==> src/rtl/cfd_pkg.sv <==
`timescale 1ns / 1ps

package cfd_pkg;

  localparam logic [1:0] ST_OK        = 2'd0;
  localparam logic [1:0] ST_MALFORMED = 2'd1;
  localparam logic [1:0] ST_TOO_SMALL = 2'd2;

  localparam logic [7:0] CODE_FULL = 8'hFF;

  localparam logic [15:0] CAPACITY_RESET = 16'hFFFF;

  // result queue; an item may push two entries
  localparam int FIFO_DEPTH = 4;
  localparam int PTR_W      = $clog2(FIFO_DEPTH);
  localparam int CNT_W      = $clog2(FIFO_DEPTH + 1);

  typedef struct packed {
    logic [7:0] in_byte;
    logic       has_byte;
    logic       last_byte;
  } item_t;

  typedef struct packed {
    logic [7:0]  out_byte;
    logic        byte_valid;
    logic        frame_end;
    logic [1:0]  status;
    logic [15:0] frame_length;
  } result_t;

  typedef struct packed {
    logic    push0;
    logic    push1;
    result_t res0;
    result_t res1;
  } push_t;

endpackage

==> src/rtl/cfd_step.sv <==
`timescale 1ns / 1ps

module cfd_step (
  input  logic           clk,
  input  logic           rst,
  input  logic           advance,
  input  cfd_pkg::item_t item,
  input  logic           cfg_wr_en,
  input  logic [15:0]    cfg_wr_data,
  output cfd_pkg::push_t push
);

  logic [15:0] out_capacity;
  logic [7:0]  block_remaining, block_remaining_next;
  logic        zero_pending, zero_pending_next;
  logic        first_block, first_block_next;
  logic [15:0] bytes_written, bytes_written_next;
  logic        dropping_frame, dropping_frame_next;

  logic        byte_emit;
  logic [7:0]  byte_val;
  logic        end_emit;
  logic [1:0]  end_status;
  logic [15:0] end_len;
  logic        closing;
  logic        err;

  always_comb begin
    block_remaining_next = block_remaining;
    zero_pending_next    = zero_pending;
    first_block_next     = first_block;
    bytes_written_next   = bytes_written;
    dropping_frame_next  = dropping_frame;
    byte_emit  = 1'b0;
    byte_val   = 8'd0;
    end_emit   = 1'b0;
    end_status = cfd_pkg::ST_OK;
    end_len    = 16'd0;
    err        = 1'b0;
    closing    = item.last_byte || !item.has_byte;

    if (dropping_frame) begin
      if (closing) begin
        dropping_frame_next = 1'b0;
      end
    end else begin
      if (item.has_byte) begin
        if (block_remaining != 8'd0) begin
          if (bytes_written >= out_capacity) begin
            err        = 1'b1;
            end_status = cfd_pkg::ST_TOO_SMALL;
          end else begin
            byte_emit            = 1'b1;
            byte_val             = item.in_byte;
            bytes_written_next   = bytes_written + 16'd1;
            block_remaining_next = block_remaining - 8'd1;
          end
        end else begin
          if (!first_block && zero_pending) begin
            if (bytes_written >= out_capacity) begin
              err        = 1'b1;
              end_status = cfd_pkg::ST_TOO_SMALL;
            end else begin
              byte_emit          = 1'b1;
              bytes_written_next = bytes_written + 16'd1;
            end
          end
          if (!err) begin
            if (item.in_byte == 8'd0) begin
              err        = 1'b1;
              end_status = cfd_pkg::ST_MALFORMED;
            end else begin
              block_remaining_next = item.in_byte - 8'd1;
              zero_pending_next    = (item.in_byte != cfd_pkg::CODE_FULL);
              first_block_next     = 1'b0;
            end
          end
        end
      end

      if (err) begin
        end_emit            = 1'b1;
        dropping_frame_next = !closing;
      end else if (closing) begin
        // frame close sees the state after this item's byte
        end_emit = 1'b1;
        if (block_remaining_next != 8'd0) begin
          end_status = cfd_pkg::ST_MALFORMED;
        end else begin
          end_len = bytes_written_next;
        end
      end

      if (end_emit) begin
        block_remaining_next = 8'd0;
        zero_pending_next    = 1'b0;
        first_block_next     = 1'b1;
        bytes_written_next   = 16'd0;
      end
    end
  end

  always_comb begin
    push.res0.out_byte     = byte_val;
    push.res0.byte_valid   = 1'b1;
    push.res0.frame_end    = 1'b0;
    push.res0.status       = cfd_pkg::ST_OK;
    push.res0.frame_length = 16'd0;
    push.res1.out_byte     = 8'd0;
    push.res1.byte_valid   = 1'b0;
    push.res1.frame_end    = 1'b1;
    push.res1.status       = end_status;
    push.res1.frame_length = end_len;
    push.push0 = advance && (byte_emit || end_emit);
    push.push1 = advance && byte_emit && end_emit;
    if (!byte_emit) begin
      push.res0 = push.res1;
    end
  end

  always_ff @(posedge clk) begin
    if (rst) begin
      out_capacity    <= cfd_pkg::CAPACITY_RESET;
      block_remaining <= 8'd0;
      zero_pending    <= 1'b0;
      first_block     <= 1'b1;
      bytes_written   <= 16'd0;
      dropping_frame  <= 1'b0;
    end else begin
      if (cfg_wr_en) begin
        out_capacity <= cfg_wr_data;
      end
      if (advance) begin
        block_remaining <= block_remaining_next;
        zero_pending    <= zero_pending_next;
        first_block     <= first_block_next;
        bytes_written   <= bytes_written_next;
        dropping_frame  <= dropping_frame_next;
      end
    end
  end

endmodule

==> src/rtl/cfd_out_fifo.sv <==
`timescale 1ns / 1ps

module cfd_out_fifo (
  input  logic             clk,
  input  logic             rst,
  input  cfd_pkg::push_t   push,
  output logic             room_for_two,
  output logic             out_valid,
  input  logic             out_ready,
  output cfd_pkg::result_t head
);

  cfd_pkg::result_t              mem [cfd_pkg::FIFO_DEPTH];
  logic [cfd_pkg::PTR_W-1:0]     wr_ptr, rd_ptr;
  logic [cfd_pkg::CNT_W-1:0]     count;
  logic [cfd_pkg::PTR_W-1:0]     wr_ptr_p1;
  logic                          pop;
  logic [cfd_pkg::CNT_W-1:0]     n_push;

  assign wr_ptr_p1    = wr_ptr + cfd_pkg::PTR_W'(1);
  assign out_valid    = (count != '0);
  assign pop          = out_valid && out_ready;
  assign head         = mem[rd_ptr];
  assign room_for_two = (count <= cfd_pkg::CNT_W'(cfd_pkg::FIFO_DEPTH - 2));
  assign n_push       = cfd_pkg::CNT_W'(push.push0) + cfd_pkg::CNT_W'(push.push1);

  always_ff @(posedge clk) begin
    if (push.push0) begin
      mem[wr_ptr] <= push.res0;
    end
    if (push.push1) begin
      mem[wr_ptr_p1] <= push.res1;
    end
  end

  always_ff @(posedge clk) begin
    if (rst) begin
      wr_ptr <= '0;
      rd_ptr <= '0;
      count  <= '0;
    end else begin
      wr_ptr <= wr_ptr + cfd_pkg::PTR_W'(n_push);
      if (pop) begin
        rd_ptr <= rd_ptr + cfd_pkg::PTR_W'(1);
      end
      count <= count + n_push - cfd_pkg::CNT_W'(pop);
    end
  end

endmodule

==> src/rtl/cobs_frame_decoder.sv <==
`timescale 1ns / 1ps

// Streaming COBS frame decoder.
// Input channel (in_valid/in_ready): one encoded byte per transfer with
// has_byte and last_byte flags; has_byte low closes the frame.
// Output channel (out_valid/out_ready): one result per transfer, either a
// decoded byte (byte_valid) or a frame-end marker (frame_end) with status and,
// on an ok frame, frame_length.
// Configuration: cfg_wr_en writes cfg_wr_data into the capacity register at
// once; write only while the block is idle.
// Path: an item is held in the input register, then decoded into the result
// queue, from which its results are offered; a second result follows the first.
// Throughput: one item per cycle while out_ready stays high and items give
// one result each. An item that gives a byte and a frame end needs two output
// transfers, and the output channel carries one transfer per cycle.
// An item moves from the input register into decode only when the queue has
// room for two results; a stalled receiver fills the queue, then the input
// register, then drops in_ready.
// Reset (rst, synchronous) empties the queue and input register, clears frame
// state and sets the capacity to 65535.

module cobs_frame_decoder (
  input  logic        clk,
  input  logic        rst,
  input  logic        in_valid,
  output logic        in_ready,
  input  logic [7:0]  in_byte,
  input  logic        has_byte,
  input  logic        last_byte,
  output logic        out_valid,
  input  logic        out_ready,
  output logic [7:0]  out_byte,
  output logic        byte_valid,
  output logic        frame_end,
  output logic [1:0]  status,
  output logic [15:0] frame_length,
  input  logic        cfg_wr_en,
  input  logic [15:0] cfg_wr_data
);

  cfd_pkg::item_t   in_reg;
  logic             in_reg_valid;
  logic             advance;
  logic             room_for_two;
  cfd_pkg::push_t   push;
  cfd_pkg::result_t head;

  assign advance  = in_reg_valid && room_for_two;
  assign in_ready = !in_reg_valid || advance;

  always_ff @(posedge clk) begin
    if (in_valid && in_ready) begin
      in_reg.in_byte   <= in_byte;
      in_reg.has_byte  <= has_byte;
      in_reg.last_byte <= last_byte;
    end
  end

  always_ff @(posedge clk) begin
    if (rst) begin
      in_reg_valid <= 1'b0;
    end else if (in_ready) begin
      in_reg_valid <= in_valid;
    end
  end

  cfd_step u_step (
    .clk         (clk),
    .rst         (rst),
    .advance     (advance),
    .item        (in_reg),
    .cfg_wr_en   (cfg_wr_en),
    .cfg_wr_data (cfg_wr_data),
    .push        (push)
  );

  cfd_out_fifo u_fifo (
    .clk          (clk),
    .rst          (rst),
    .push         (push),
    .room_for_two (room_for_two),
    .out_valid    (out_valid),
    .out_ready    (out_ready),
    .head         (head)
  );

  assign out_byte     = head.out_byte;
  assign byte_valid   = head.byte_valid;
  assign frame_end    = head.frame_end;
  assign status       = head.status;
  assign frame_length = head.frame_length;

endmodule

==> config.mk <==
export PLATFORM = sky130hd
export DESIGN_NAME = cobs_frame_decoder
export DESIGN_NICKNAME = d
export VERILOG_FILES = /design/src/rtl/cfd_pkg.sv /design/src/rtl/cfd_step.sv /design/src/rtl/cfd_out_fifo.sv /design/src/rtl/cobs_frame_decoder.sv
export SDC_FILE = /design/constraint.sdc
export NUM_CORES = 1
export LEC_CHECK = 0
export BUFFER_PORTS_ARGS = -buffer_cell sky130_fd_sc_hd__buf_2
export CAP_MARGIN = 20
export CELL_PAD_IN_SITES_DETAIL_PLACEMENT = 0
export CELL_PAD_IN_SITES_GLOBAL_PLACEMENT = 1
export CORE_ASPECT_RATIO = 1.25
export CORE_MARGIN = 2
export CORE_UTILIZATION = 40
export CTS_CLUSTER_SIZE = 30
export DETAILED_ROUTE_END_ITERATION = 7
export MAX_ROUTING_LAYER = met4
export PLACE_DENSITY_LB_ADDON = 0.05
export SETUP_SLACK_MARGIN = 0.15
export SYNTH_ARGS = -nofsm -noshare
export SYNTH_HDL_FRONTEND = slang
export SYNTH_HIERARCHICAL = 1
export SYNTH_SLANG_ARGS = --single-unit
==> constraint.sdc <==
create_clock -name clk -period 7.9 [get_ports clk]
set_input_delay 0.79 -clock clk [delete_from_list [all_inputs] [get_ports clk]]
set_output_delay 0.79 -clock clk [all_outputs]
set_load 0.05 [all_outputs]
==> results.md <==
* Status: finished clean
* Ys Warns at 6
* Grt met3 use at 3.490%
* Die area at 26020 sq um
* Overall Global Routing Usage at 20.68%
* Core Area at 24420 sq um
* Critical path type: reg2reg
* # clock sinks at 175
* NetSw at 0.8350 mW
* Crit end category: flip-flop
* Setup Buffers After CTS at 0
* Post-Syn Area at 9894 sq um
* Adder-Cell Fraction of Synth Area at 3.364%
* First-pass GRT wire length at 39.45 mm
* Initial Util at 40.51%
* Setup Viol. Count Final at 0
* Seq/Total Area, Yosys at 47.75%
* Area leader, netlist: edfxtp_1
* Startpoint types: flip-flop
* Largest family of logic cells by synthesized area: multiplexers
* Xor and xnor fraction of the mapped netlist area at 2.150%
* CP max FO at 13
* Boundary pin count at 61
* Crit share post-route at 67.88%
* Initial antenna violation count at 0
* Fmax at 186.5 MHz
* Async S/R FF share, synth at 0%
* Clk Latency, worst-skew pair at 0.44 ns
* Remaining Overflow, GRT at 0
* DP HPWL at 16.34 mm
* CTS Buf Count at 17
* DRT antenna net count at 0
* Share of layout cells above drive strength 1 at 26.75%
* Setup TNS at 0 ns
* Post-synthesis mux area share at 20.75%
* GRT met1 Usage at 26.09%
* Synth top area cells: edfxtp_1, dfxtp_1, mux2_2
* GRT met2 Usage at 34.43%
* CTS Hold Bufs at 0
* Peak supply drop at 0.0001658 V
* Row cnt at 64
* CTS root buf: clkbuf_16
* Antenna diode count at 0
* Via/cell ratio at 5.541
* RSZ-0062 raised after global routing: no
* Post-synth top area share at 37.03%
* Synth Instances at 816
* Sw Ratio at 32.59%
* Largest regs: u_fifo/mem (112), u_step/bytes_written (16), u_step/out_capacity (16)
* CTS max path bufs at 2
* Max cap viols at 0
* Comb power frac at 26.0%
* Simple-gate share of the synthesized area at 13.10%
* Compound-gate portion of the synthesized area at 7.979%
* 1st-pass router iterations at 5
* Slew margin rel. at 35.67%
* Critical Path AT at 5.67 ns
* Worst hold path class: reg2reg
* Layout area overhead at 11.36%
* Iter 0 DRT Violations at 399
* Die H at 179.8 microns
* Die width at 144.7 microns
* Via count at 6655
* Post_cts resized at 0
* CTS H-Tree Depth at 4
* Largest register FFs at 112
* Max-slew violation count at 0
* Worst-Margin Slew at 0.9630 ns
* #FFs+latches synth at 175
* DRC at 0
* Busiest grt layer: met2
* Port Buffers at 60
* Clock network fraction of total power at 31.9%
* Clk_skew at 0.01148 ns
* Wire per inst at 20.80 microns
* Post-synth EDFFs at 122
* Fin Hold WS at 0.4787 ns
* Final Critical Period at 5.363 ns
* Clk slew on worst S/H paths at 0.07 ns
* Final hold vios at 0
* Vias in the first global route at 6817
* Register share of total power at 42.1%
* TritonCTS clock tree: built
* CP Data Required Time at 8.21 ns
* Int Power at 1.727 mW
* Lkg Pwr at 4.260 nW
* Mean Syn Cell Area at 12.13 sq um
* Most flops, register: u_fifo/mem
* Pin count of the biggest net entering global routing at 37
* Fin nets at 915
* Synth Flop Type: edfxtp_1
* Netlist cell types at 73
* Final wirelength at 24.98 mm
* RD Place Congestion at 0.9112
* Power density over the cells at 232.5 nW/um^2
critical path, cell delays in order (launching register included):
cell      delay, ns
dfxtp_1        0.51
ha_1           0.31
a21oi_1        0.22
o21ba_2        0.17
o211ai_1       0.36
o31ai_1        0.82
nand3b_1       0.62
o21ai_0        0.54
inv_1          0.17
ha_1           0.34
inv_1          0.05
ha_1           0.27
inv_1          0.06
ha_1           0.13
inv_1          0.05
fa_1           0.37
xor3_1         0.21
nor2_1         0.04
final cells by class:
type                    count  area (sq um)
well taps                 330         412.9
clock buffers              22         475.5
flip-flops and latches    175          4727
clock inverters            10         82.58
repair buffers             76         452.9
multi-input cells         557          4751
fillers                  2277         13410
inverters                  31         116.4
power groups by stage:
| stage | logic [mW] | registers, mW | clock network, mW |
|---|---|---|---|
| floorplan | 0.538 | 1.08 | 0 |
| global placement | 0.667 | 1.10 | 0 |
| detailed placement | 0.669 | 1.10 | 0 |
| CTS | 0.671 | 1.08 | 0.845 |
| global route | 0.722 | 1.09 | 0.879 |
| finish | 0.667 | 1.08 | 0.816 |
final timing paths:
path	startpoint	to	slack [ns]	depth (start not counted)
max	u_step/bytes_written[11]	u_fifo/count[2]	2.54	17
min reg2reg	u_step/zero_pending	u_step/zero_pending	0.48	2
min	u_step/zero_pending	u_step/zero_pending	0.48	2
max reg2reg	u_step/bytes_written[11]	u_fifo/count[2]	2.54	17
cell usage after synthesis, drive strengths merged, types with 12 or more instances:
cell type / number
dfxtp: 53
nand3: 18
o21ai: 20
ha: 25
mux4: 28
a21oi: 31
inv: 29
clkbuf: 23
or3: 12
nor3: 37
and2: 12
nor4: 15
o211ai: 19
edfxtp: 122
buf: 38
mux2: 115
nor2: 32
nand2: 53
stage by stage:
step | utilization, % | std cells | total power, mW | area (sq um) | setup slack [ns]
after floorplan | - | 824 | 1.615 | 9925 | 3.028
after CTS | 44.92 | 1199 | 2.595 | 10970 | 2.563
after global routing | 45.11 | 1201 | 2.687 | 11020 | 2.125
after global placement | 42.63 | 1167 | 1.763 | 10410 | 2.603
final | 45.11 | 1201 | 2.562 | 11020 | 2.537
after detailed placement | 42.63 | 1167 | 1.769 | 10410 | 2.592
routing by layer:
metal  share of wire (%)  routed length (microns)
met1                  44                    11070
met3                 3.0                      741
met2                  51                    12850
met4                 1.3                      319
met5                   0                        0
layout by cell type (no fill, tap or decap), types with 8 or more instances in the layout:
| master | Yosys | routed |
|---|---|---|
| a21oi_1 | 29 | 29 |
| a31oi_1 | 8 | 8 |
| and2_1 | 10 | 10 |
| and3_1 | 9 | 9 |
| buf_2 | 13 | 60 |
| buf_4 | 17 | 14 |
| clkbuf_16 | 0 | 18 |
| conb_1 | 2 | 10 |
| dfxtp_1 | 53 | 51 |
| edfxtp_1 | 122 | 122 |
| ha_1 | 25 | 25 |
| inv_1 | 29 | 29 |
| mux2_1 | 40 | 40 |
| mux2_2 | 57 | 57 |
| mux2_4 | 18 | 18 |
| mux4_2 | 28 | 28 |
| nand2_1 | 53 | 53 |
| nand3_1 | 18 | 18 |
| nor2_1 | 32 | 31 |
| nor2b_1 | 9 | 8 |
| nor3_1 | 36 | 36 |
| nor4_1 | 10 | 9 |
| o211ai_1 | 19 | 19 |
| o21ai_0 | 19 | 17 |
| or3_1 | 12 | 12 |
| xnor2_1 | 10 | 10 |
| xor2_1 | 9 | 9 |
cell families after synthesis:
| group | Yosys count |
|---|---|
| other | 2 |
| and+or+nand+nor | 234 |
| muxes | 149 |
| AOI/OAI and AO/OA | 117 |
| xor gates and xnor gates | 21 |
| buffers and inverters | 92 |
| DFF | 175 |
| adders and majority gates | 26 |
Power figures use the tool's default switching activity.
